`src/design/dtq_pkg.sv`:
```
// Shared types and constants for the deadline timer queue.
package dtq_pkg;
    localparam int unsigned DefSlots = 16;

    localparam logic [1:0] CMD_ADD        = 2'd0;
    localparam logic [1:0] CMD_CANCEL     = 2'd1;
    localparam logic [1:0] CMD_PROCESS    = 2'd2;
    localparam logic [1:0] CMD_CANCEL_ALL = 2'd3;

    localparam logic [2:0] KIND_ADDED  = 3'd0;
    localparam logic [2:0] KIND_FIRED  = 3'd1;
    localparam logic [2:0] KIND_SLICE  = 3'd2;
    localparam logic [2:0] KIND_CANCEL = 3'd3;
    localparam logic [2:0] KIND_FULL   = 3'd4;

    typedef struct packed {
        logic [1:0]  cmd;
        logic [63:0] now_ns;
        logic [63:0] deadline_or_delay;
        logic        relative;
        logic [63:0] reload_interval;
        logic [31:0] target_id;
    } t_cmd;

    typedef struct packed {
        logic [2:0]  kind;
        logic [31:0] timer_id;
        logic [63:0] slice_ns;
        logic        last;
    } t_res;

    // Operation select for the shared 64-bit unit
    typedef struct packed {
        logic        sub;   // a - b instead of a + b
    } t_alu_ctl;
endpackage

```
`src/design/dtq_if.sv`:
```
// Valid/ready channel carrying one payload.
interface dtq_if #(parameter type T = logic) ();
    logic valid;
    logic ready;
    T     data;
    modport source (output valid, output data, input ready);
    modport sink   (input valid, input data, output ready);
endinterface

```
`src/design/dtq_alu.sv`:
```
// Shared 64-bit add/subtract unit with an a <= b compare flag.
module dtq_alu
    import dtq_pkg::*;
(
    input  t_alu_ctl    i_ctl,
    input  logic [63:0] i_a,
    input  logic [63:0] i_b,
    output logic [63:0] o_y,
    output logic        o_a_le_b
);
    // Add, or subtract when sub is set
    assign o_y      = i_ctl.sub ? (i_a - i_b) : (i_a + i_b);
    assign o_a_le_b = (i_a <= i_b);
endmodule

```
`src/design/deadline_timer_queue_core.sv`:
```
// Top level of the deadline timer queue.
// Commands arrive on i_cmd (valid/ready); results leave on o_res, one
// transaction per result, with last set on the final result of a command.
// A one-bit register, written by i_cfg_we/i_cfg_wdata, makes process
// commands yield: no firing, a slice of zero.
// Add, cancel and cancel-all step once per slot.
// Process scans all slots for the earliest deadline once per firing; a
// cyclic re-arm then checks the new deadline against now (S_REARM) and
// restarts it from now (S_FIX) when it is not after now.
// Each scan walks the slot table with the single shared adder and
// comparator.
// The block takes one command at a time; ready is low while it works.
// Results are held in an output register; a stalled receiver holds the
// block in place until the result is taken.
// Reset (synchronous, active low) empties the table, clears the id counter
// and the yield register; stored ids, deadlines and intervals are not
// cleared and are only read for valid slots.
module deadline_timer_queue_core
    import dtq_pkg::*;
#(
    parameter int unsigned SLOTS = DefSlots
)(
    input  logic i_clk,
    input  logic i_rst_n,
    input  logic i_cfg_we,
    input  logic i_cfg_wdata,
    dtq_if.sink   i_cmd,
    dtq_if.source o_res
);
    localparam int unsigned IW = (SLOTS > 1) ? $clog2(SLOTS) : 1;
    localparam int unsigned CW = $clog2(SLOTS + 1);

    localparam logic [2:0] S_IDLE  = 3'd0;
    localparam logic [2:0] S_SCAN  = 3'd1;  // walk slots
    localparam logic [2:0] S_FIRE  = 3'd2;  // emit fired, re-arm
    localparam logic [2:0] S_REARM = 3'd3;  // check re-arm is past now
    localparam logic [2:0] S_SLICE = 3'd4;  // compute slice
    localparam logic [2:0] S_OUT   = 3'd5;  // wait for result taken
    localparam logic [2:0] S_FIX   = 3'd6;  // re-arm from now instead

    logic [2:0]      r_state;
    logic            r_yield;
    logic [31:0]     r_idc;
    logic [SLOTS-1:0] r_valid;
    logic [31:0]     r_id  [SLOTS];
    logic [63:0]     r_dl  [SLOTS];
    logic [63:0]     r_iv  [SLOTS];
    t_cmd            r_cmd;
    logic [CW-1:0]   r_idx;
    logic            r_found;
    logic [IW-1:0]   r_best;
    logic [CW-1:0]   r_nfire;
    logic            r_done;   // last result of command pending
    t_res            r_res;
    logic            r_ovalid;

    logic [IW-1:0]   idx;
    t_alu_ctl        alu_ctl;
    logic [63:0]     alu_a, alu_b, alu_y;
    logic            alu_le;
    t_cmd            cmd_in;

    assign idx = r_idx[IW-1:0];

    dtq_alu u_alu (.i_ctl(alu_ctl), .i_a(alu_a), .i_b(alu_b), .o_y(alu_y),
                   .o_a_le_b(alu_le));

    // Route operands to the shared unit by state
    always_comb begin
        alu_ctl.sub = 1'b0;
        alu_a = r_dl[idx];
        alu_b = r_dl[r_best];
        unique case (r_state)
            S_IDLE: begin
                alu_a = i_cmd.data.now_ns;
                alu_b = i_cmd.data.deadline_or_delay;
            end
            S_SCAN: begin
                alu_a = r_dl[r_best];
                alu_b = (r_idx < CW'(SLOTS)) ? r_dl[idx] : r_cmd.now_ns;
            end
            S_FIRE: begin
                alu_a = r_dl[r_best];
                alu_b = r_iv[r_best];
            end
            S_REARM: begin
                alu_a = r_dl[r_best];
                alu_b = r_cmd.now_ns;
            end
            S_SLICE: begin
                alu_ctl.sub = 1'b1;
                alu_a = r_dl[r_best];
                alu_b = r_cmd.now_ns;
            end
            S_FIX: begin
                alu_a = r_cmd.now_ns;
                alu_b = r_iv[r_best];
            end
            default: begin
                alu_a = r_cmd.now_ns;
                alu_b = r_iv[r_best];
            end
        endcase
    end

    // Resolve a relative deadline on the way in
    always_comb begin
        cmd_in = i_cmd.data;
        if (i_cmd.data.relative)
            cmd_in.deadline_or_delay = alu_y;
    end

    assign i_cmd.ready = (r_state == S_IDLE);
    assign o_res.valid = r_ovalid;
    assign o_res.data  = r_res;

    // Slot payload: written, never cleared
    always_ff @(posedge i_clk) begin
        if (r_state == S_SCAN && r_cmd.cmd == CMD_ADD && r_idx < CW'(SLOTS)
            && !r_valid[idx] && !r_done) begin
            r_id[idx] <= r_idc + 32'd1;
            r_iv[idx] <= r_cmd.reload_interval;
            r_dl[idx] <= r_cmd.deadline_or_delay;
        end else if (r_state == S_FIRE && r_iv[r_best] != 64'd0) begin
            r_dl[r_best] <= alu_y;
        end else if (r_state == S_FIX) begin
            r_dl[r_best] <= alu_y;
        end
        if (r_state == S_IDLE && i_cmd.valid)
            r_cmd <= cmd_in;
    end

    // Sequencer
    always_ff @(posedge i_clk) begin
        if (!i_rst_n) begin
            r_state  <= S_IDLE;
            r_yield  <= 1'b0;
            r_idc    <= '0;
            r_valid  <= '0;
            r_ovalid <= 1'b0;
            r_idx    <= '0;
            r_found  <= 1'b0;
            r_best   <= '0;
            r_nfire  <= '0;
            r_done   <= 1'b0;
        end else begin
            if (i_cfg_we)
                r_yield <= i_cfg_wdata;
            if (o_res.valid && o_res.ready)
                r_ovalid <= 1'b0;
            unique case (r_state)
                S_IDLE: begin
                    if (i_cmd.valid) begin
                        r_idx   <= '0;
                        r_found <= 1'b0;
                        r_nfire <= '0;
                        r_done  <= 1'b0;
                        r_state <= S_SCAN;
                    end
                end
                S_SCAN: begin
                    if (r_idx < CW'(SLOTS)) begin
                        r_idx <= r_idx + CW'(1);
                        unique case (r_cmd.cmd)
                            CMD_ADD: begin
                                if (!r_valid[idx] && !r_done) begin
                                    r_valid[idx] <= 1'b1;
                                    r_idc  <= r_idc + 32'd1;
                                    r_done <= 1'b1;
                                    r_res  <= '{KIND_ADDED, r_idc + 32'd1, 64'd0, 1'b1};
                                end
                            end
                            CMD_CANCEL: begin
                                if (r_valid[idx] && r_id[idx] == r_cmd.target_id)
                                    r_valid[idx] <= 1'b0;
                            end
                            CMD_CANCEL_ALL: r_valid[idx] <= 1'b0;
                            default: begin
                                // earliest valid deadline, lowest slot on ties
                                if (r_valid[idx] && (!r_found || !alu_le)) begin
                                    r_found <= 1'b1;
                                    r_best  <= idx;
                                end
                            end
                        endcase
                    end else begin
                        unique case (r_cmd.cmd)
                            CMD_ADD: begin
                                r_ovalid <= 1'b1;
                                r_state  <= S_OUT;
                                if (!r_done)
                                    r_res <= '{KIND_FULL, 32'd0, 64'd0, 1'b1};
                            end
                            CMD_CANCEL, CMD_CANCEL_ALL: begin
                                r_ovalid <= 1'b1;
                                r_state  <= S_OUT;
                                r_res    <= '{KIND_CANCEL, 32'd0, 64'd0, 1'b1};
                            end
                            default: begin
                                // alu_le: earliest deadline not after now
                                if (r_yield) begin
                                    r_ovalid <= 1'b1;
                                    r_state  <= S_OUT;
                                    r_res    <= '{KIND_SLICE, 32'd0, 64'd0, 1'b1};
                                end else if (r_found && alu_le
                                             && r_nfire < CW'(SLOTS)) begin
                                    r_state <= S_FIRE;
                                end else begin
                                    r_state <= S_SLICE;
                                end
                            end
                        endcase
                    end
                end
                S_FIRE: begin
                    if (!r_ovalid) begin
                        r_ovalid <= 1'b1;
                        r_res    <= '{KIND_FIRED, r_id[r_best], 64'd0, 1'b0};
                        r_nfire  <= r_nfire + CW'(1);
                        if (r_iv[r_best] == 64'd0) begin
                            r_valid[r_best] <= 1'b0;
                            r_state <= S_OUT;
                        end else begin
                            r_state <= S_REARM;
                        end
                    end
                end
                S_REARM: r_state <= alu_le ? S_FIX : S_OUT;
                S_FIX: r_state <= S_OUT;
                S_SLICE: begin
                    if (!r_ovalid) begin
                        r_ovalid <= 1'b1;
                        r_done   <= 1'b1;
                        r_res    <= '{KIND_SLICE, 32'd0,
                                      (r_found && !alu_le) ? alu_y : 64'd0, 1'b1};
                        r_state  <= S_OUT;
                    end
                end
                default: begin
                    // wait for the result, then rescan or finish
                    if (!r_ovalid || o_res.ready) begin
                        if (r_cmd.cmd == CMD_PROCESS && !r_yield_done()) begin
                            r_idx   <= '0;
                            r_found <= 1'b0;
                            r_state <= S_SCAN;
                        end else begin
                            r_state <= S_IDLE;
                        end
                    end
                end
            endcase
        end
    end

    function automatic logic r_yield_done();
        return r_done || r_res.last;
    endfunction

    // Checks
    a_ready_idle: assert property (@(posedge i_clk) disable iff (!i_rst_n)
        i_cmd.ready |-> !o_res.valid) else $error("ready with result pending");
    a_fire_bound: assert property (@(posedge i_clk) disable iff (!i_rst_n)
        r_nfire <= CW'(SLOTS)) else $error("fire count over bound");
    a_accept_scan: assert property (@(posedge i_clk) disable iff (!i_rst_n)
        (i_cmd.valid && i_cmd.ready) |=> r_state == S_SCAN)
        else $error("accepted command did not start a scan");
endmodule

```
`src/flat_wrapper.sv`:
```
// flat-port wrapper written by rule: the top's interface ports become plain ports
module deadline_timer_queue_core_flat import dtq_pkg::*;
#(
    parameter int unsigned SLOTS = DefSlots
)
  (i_clk, i_rst_n, i_cfg_we, i_cfg_wdata, i_cmd_valid, i_cmd_data, i_cmd_ready, o_res_valid, o_res_data, o_res_ready);
  dtq_if #(.T(t_cmd)) i_cmd_i ();
  dtq_if #(.T(t_res)) o_res_i ();
  input  logic i_clk;
  input  logic i_rst_n;
  input  logic i_cfg_we;
  input  logic i_cfg_wdata;
  input wire logic [$bits(i_cmd_i.valid)-1:0] i_cmd_valid;
  input wire logic [$bits(i_cmd_i.data)-1:0] i_cmd_data;
  output wire logic [$bits(i_cmd_i.ready)-1:0] i_cmd_ready;
  output wire logic [$bits(o_res_i.valid)-1:0] o_res_valid;
  output wire logic [$bits(o_res_i.data)-1:0] o_res_data;
  input wire logic [$bits(o_res_i.ready)-1:0] o_res_ready;
  assign i_cmd_i.valid = i_cmd_valid;
  assign i_cmd_i.data = i_cmd_data;
  assign i_cmd_ready = i_cmd_i.ready;
  assign o_res_valid = o_res_i.valid;
  assign o_res_data = o_res_i.data;
  assign o_res_i.ready = o_res_ready;
  deadline_timer_queue_core #(.SLOTS(SLOTS)) u_core (.i_clk(i_clk), .i_rst_n(i_rst_n), .i_cfg_we(i_cfg_we), .i_cfg_wdata(i_cfg_wdata), .i_cmd(i_cmd_i), .o_res(o_res_i));
endmodule
```
`config.mk`:
```
export PLATFORM = sky130hd
export DESIGN_NAME = deadline_timer_queue_core_flat
export DESIGN_NICKNAME = d
export VERILOG_FILES = /design/src/design/dtq_pkg.sv /design/src/design/dtq_if.sv /design/src/design/dtq_alu.sv /design/src/design/deadline_timer_queue_core.sv /design/src/flat_wrapper.sv
export SDC_FILE = /design/constraint.sdc
export NUM_CORES = 2
export LEC_CHECK = 0
export BUFFER_PORTS_ARGS = -buffer_cell sky130_fd_sc_hd__buf_2
export CAP_MARGIN = 20
export CORE_UTILIZATION = 50
export DETAILED_ROUTE_END_ITERATION = 16
export PLACE_DENSITY = 0.66
export SYNTH_ARGS = -nofsm -noshare
export SYNTH_HDL_FRONTEND = slang
export SYNTH_HIERARCHICAL = 1
export SYNTH_SLANG_ARGS = --single-unit
```
`constraint.sdc`:
```
create_clock -name i_clk -period 17.6 [get_ports i_clk]
set_input_delay 0.88 -clock i_clk [delete_from_list [all_inputs] [get_ports i_clk]]
set_output_delay 0.88 -clock i_clk [all_outputs]
set_load 0.005 [all_outputs]
```
==> impl_metrics.xml <==
<?xml version="1.0" encoding="UTF-8"?>
<metrics>
  <group name="outcome">
    <metric name="outcome" unit="">complete, no violations</metric>
  </group>
  <group name="finish">
    <metric name="multi_input_area" unit="um^2">46480</metric>
    <metric name="finish.net_count" unit="">8528</metric>
    <metric name="stdcell_area" unit="um^2">153400</metric>
    <metric name="layout-drive-gt1-share" unit="%">28.13</metric>
    <metric name="finalNonFillerCells" unit="">12010</metric>
    <metric name="seq_area" unit="um^2">88230</metric>
    <metric name="syn_to_final_growth" unit="%">11.53</metric>
    <metric name="nFillCells" unit="">20570</metric>
  </group>
  <group name="timing">
    <metric name="report.final.hold_viol_count" unit="">0</metric>
    <metric name="timing.max_slew.rel_slack" unit="%">10.29</metric>
    <metric name="period_minus_ws_final" unit="ns">9.395</metric>
    <metric name="finalClockSkew" unit="ns">0.07173</metric>
    <metric name="final.setup.tns" unit="ns">0</metric>
    <metric name="finalCritPeriodShare" unit="%">53.38</metric>
    <metric name="report.final.slew_viol_count" unit="">0</metric>
    <metric name="rsz0062_at_grt" unit="">false</metric>
    <metric name="actual_transition_at_the_worst_max_transition_pin" unit="ns">1.346</metric>
    <metric name="maxClockFrequency" unit="GHz">0.1064</metric>
    <metric name="setup_violations" unit="">0</metric>
    <metric name="layout_setup_ws" unit="ns">8.205</metric>
  </group>
  <group name="synth">
    <metric name="synth.ff_latch_count" unit="">2963</metric>
    <metric name="synth_cell_type_count" unit="">116</metric>
    <metric name="yosysWarningCount" unit="">6</metric>
    <metric name="synth-async-reset-ratio" unit="%">0</metric>
    <metric name="synthCells" unit="">7822</metric>
    <metric name="yosysSeqAreaShare" unit="%">64.12</metric>
    <metric name="syn_area_per_cell" unit="um^2">17.59</metric>
    <metric name="mappedNetlistArea" unit="um^2">137600</metric>
    <metric name="primary_ff_master_synth" unit="">sky130_fd_sc_hd__edfxtp_1</metric>
    <metric name="synth-edff-count" unit="">2886</metric>
    <metric name="synthesis.nets" unit="">8190</metric>
  </group>
  <group name="pwr">
    <metric name="total_power_per_unit_cell_area" unit="nW/um^2">111.1</metric>
    <metric name="ir_drop" unit="mV">0.09089</metric>
    <metric name="power.leakage" unit="nW">48.85</metric>
  </group>
  <group name="floorplanning">
    <metric name="initial_core_util" unit="%">50.27</metric>
    <metric name="die_width" unit="um">526.5</metric>
    <metric name="placement_rows" unit="">192</metric>
    <metric name="die_area" unit="um^2">277200</metric>
    <metric name="number_of_ports_placed_on_the_die_boundary" unit="">335</metric>
    <metric name="design.core.area" unit="um^2">273600</metric>
    <metric name="die_h" unit="um">526.5</metric>
  </group>
  <group name="global_routing">
    <metric name="grt_use_total" unit="%">31.29</metric>
    <metric name="grt_remaining_overflow" unit="">0</metric>
    <metric name="grt_start_max_net_pins" unit="">137</metric>
    <metric name="first_global_vias" unit="">81400</metric>
    <metric name="grt_antenna_before_repair" unit="">36</metric>
    <metric name="grt_pass1_wl" unit="um">614900</metric>
  </group>
  <group name="clock_tree">
    <metric name="cts-root-to-sink-buffers" unit="">4</metric>
    <metric name="tritoncts" unit="">yes</metric>
    <metric name="clock-sinks" unit="">2963</metric>
    <metric name="cts.repair.resized" unit="">0</metric>
    <metric name="tritoncts.num_buffers" unit="">311</metric>
    <metric name="clk_pin_slew" unit="ns">0.06</metric>
    <metric name="cts_post_setup_buffers_inserted" unit="">0</metric>
    <metric name="h-tree-depth" unit="">5</metric>
    <metric name="insertion_delay" unit="ns">0.95</metric>
    <metric name="root_buf_cell" unit="">sky130_fd_sc_hd__clkbuf_16</metric>
    <metric name="cts_hold_fix_bufs" unit="">0</metric>
  </group>
  <group name="drt">
    <metric name="vias" unit="">83710</metric>
    <metric name="drt-vias-per-instance" unit="">6.971</metric>
    <metric name="drt-initial-drc-count" unit="">13270</metric>
    <metric name="remaining_drc_errors" unit="">0</metric>
    <metric name="routed_wl" unit="um">439100</metric>
    <metric name="firstDrtPassIters" unit="">10</metric>
    <metric name="wl_per_cell" unit="um">36.56</metric>
    <metric name="antenna_left" unit="">0</metric>
  </group>
  <group name="worst_setup_path">
    <metric name="critPathRequiredTime" unit="ns">18.36</metric>
    <metric name="setup.worst_path.start_class" unit="">register</metric>
    <metric name="nature_of_the_critical_path_endpoint" unit="">register</metric>
    <metric name="path_cells" unit="">buf_4, buf_12, buf_4, buf_12, mux4_2, mux4_2, nand2_1, and3_1, a31oi_1, ha_1, nand2_1, nor3_1, or4b_1, or3_1, nand2b_1, o211ai_1, a221o_1, o21ai_0, buf_4, nor3b_2, buf_4, and2_1</metric>
    <metric name="critical_path.most_common_cell" unit="">sky130_fd_sc_hd__buf_4</metric>
    <metric name="cp_max_fo" unit="">107</metric>
    <metric name="crit_path_max_incr_delay" unit="ns">0.84</metric>
    <metric name="cp_top_family" unit="">buffers and inverters</metric>
    <metric name="worst-endpoint-arrival" unit="ns">10.15</metric>
    <metric name="crit_slowest_cell" unit="">sky130_fd_sc_hd__buf_4</metric>
    <metric name="crit_type" unit="">reg2reg</metric>
    <metric name="cp_num_buf_inv" unit="">6</metric>
  </group>
  <group name="place">
    <metric name="post-place-cells" unit="">11420</metric>
    <metric name="placed_area" unit="um^2">143300</metric>
    <metric name="detailed_place_hpwl" unit="um">270100</metric>
    <metric name="place_ws" unit="ns">8.201</metric>
    <metric name="io_buffers" unit="">334</metric>
    <metric name="gp_routability_congestion" unit="">1.005</metric>
  </group>
  <group name="run">
    <metric name="max-cap-violations" unit="">0</metric>
  </group>
  <group name="min_path">
    <metric name="holdCritPathClass" unit="">in2reg</metric>
  </group>
</metrics>
==> area by class of cell <==
cell class              count  area share, %
multi-input cells        4158          30.30
clock inverters           193          1.271
repair buffers            567          2.344
diodes                     14        0.02283
well taps                3589          2.927
clock buffers             366          5.228
flip-flops and latches   2963          57.51
inverters                 159         0.3996
==> report_power, final <==
part           internal, mW  leakage [nW]  switching, mW  total, mW
combinational         0.761          17.2           1.71       2.48
clock                  3.69          4.84           2.81       6.50
sequential             7.97          26.8          0.102       8.08
total                  12.4          48.8           4.63       17.1
==> cells by family after synthesis <==
kind of cell / count (synthesis) / share of synthesized area, %
compound gates: 1091 / 5.662
xor+xnor: 148 / 0.9423
fa+ha+maj: 135 / 1.239
buf+inv: 701 / 2.394
flops: 2963 / 64.12
mux: 1466 / 21.02
simple gates: 1318 / 4.618
==> stage by stage <==
step / power (mW) / utilization [%] / hold slack [ns]
final: 17.05 / 56.07 / 0.1090
after global routing: 17.49 / 56.06 / 0.08484
after CTS: 17.05 / 56.00 / 0.04769
after detailed placement: 10.61 / 52.36 / 0.4678
after global placement: 10.59 / 52.34 / 0.4610
after floorplan: 9.598 / - / 0.4492
==> cell usage in the layout (no fill, tap or decap), types with 59 or more instances in the layout <==
master	netlist	final
sky130_fd_sc_hd__mux4_2	1081	1081
sky130_fd_sc_hd__clkbuf_16	0	312
sky130_fd_sc_hd__xor2_1	60	59
sky130_fd_sc_hd__a31oi_1	82	81
sky130_fd_sc_hd__buf_2	120	335
sky130_fd_sc_hd__nor2_1	267	261
sky130_fd_sc_hd__buf_4	30	219
sky130_fd_sc_hd__a22oi_1	71	71
sky130_fd_sc_hd__o21ai_0	151	151
sky130_fd_sc_hd__and3_1	104	89
sky130_fd_sc_hd__dfxtp_1	77	68
sky130_fd_sc_hd__nand2_1	498	497
sky130_fd_sc_hd__edfxtp_1	2886	2886
sky130_fd_sc_hd__and2_1	87	84
sky130_fd_sc_hd__mux2i_1	206	206
sky130_fd_sc_hd__clkinv_1	4	82
sky130_fd_sc_hd__nand3_1	71	71
sky130_fd_sc_hd__mux2_2	146	146
sky130_fd_sc_hd__inv_1	150	145
sky130_fd_sc_hd__ha_1	133	133
sky130_fd_sc_hd__xnor2_1	88	88
sky130_fd_sc_hd__a21oi_1	254	254
==> path summary, 6_finish.rpt <==
check / slack (ns) / from / to / cells past startpoint
max: 8.21 / register / u_core/o_res.data[44] / 22
min: 0.11 / i_cmd_data[16] / u_core/r_cmd[16] / 1
max reg2reg: 8.21 / register / u_core/o_res.data[44] / 22
min reg2reg: 0.48 / u_core/r_idc[1] / u_core/r_idc[1] / 2
==> sequential cells by signal, indices dropped and copies added, names as in the netlist, named ones only <==
signal              cells
u_core/r_iv          1024
u_core/r_found          1
u_core/r_state          3
u_core/r_best           4
u_core/r_nfire          5
u_core/o_res.data     100
u_core/r_id           512
u_core/r_cmd          226
u_core/r_dl          1024
u_core/r_idx            5
u_core/r_idc           32
u_core/o_res.valid      1
u_core/r_yield          1
u_core/r_done           1
==> layer usage <==
metal  routed length [um]  up-vias  global-route usage [%]
li1                     -    33170                       -
met1               172900    44180                   45.22
met2               199000     5564                   47.20
met3                49210      780                   6.158
met4                17790       20                   11.95
met5                  115        -                       0
==> synth_stat cells, drive strengths merged, types with 60 or more instances <==
| cell | count | area [um^2] |
|---|---|---|
| a21oi | 256 | 1296 |
| a22oi | 71 | 533.0 |
| a31oi | 83 | 525.5 |
| and2 | 92 | 579.3 |
| and3 | 104 | 650.6 |
| buf | 249 | 1563 |
| clkbuf | 290 | 1105 |
| dfxtp | 77 | 1541 |
| edfxtp | 2886 | 86660 |
| ha | 133 | 1664 |
| inv | 155 | 581.8 |
| mux2 | 146 | 1644 |
| mux2i | 206 | 2062 |
| mux4 | 1114 | 25210 |
| nand2 | 498 | 1869 |
| nand3 | 72 | 365.3 |
| nor2 | 267 | 1002 |
| o21ai | 160 | 804.5 |
| xnor2 | 88 | 770.7 |
| xor2 | 60 | 525.5 |
(Power assumes the default switching activity.)
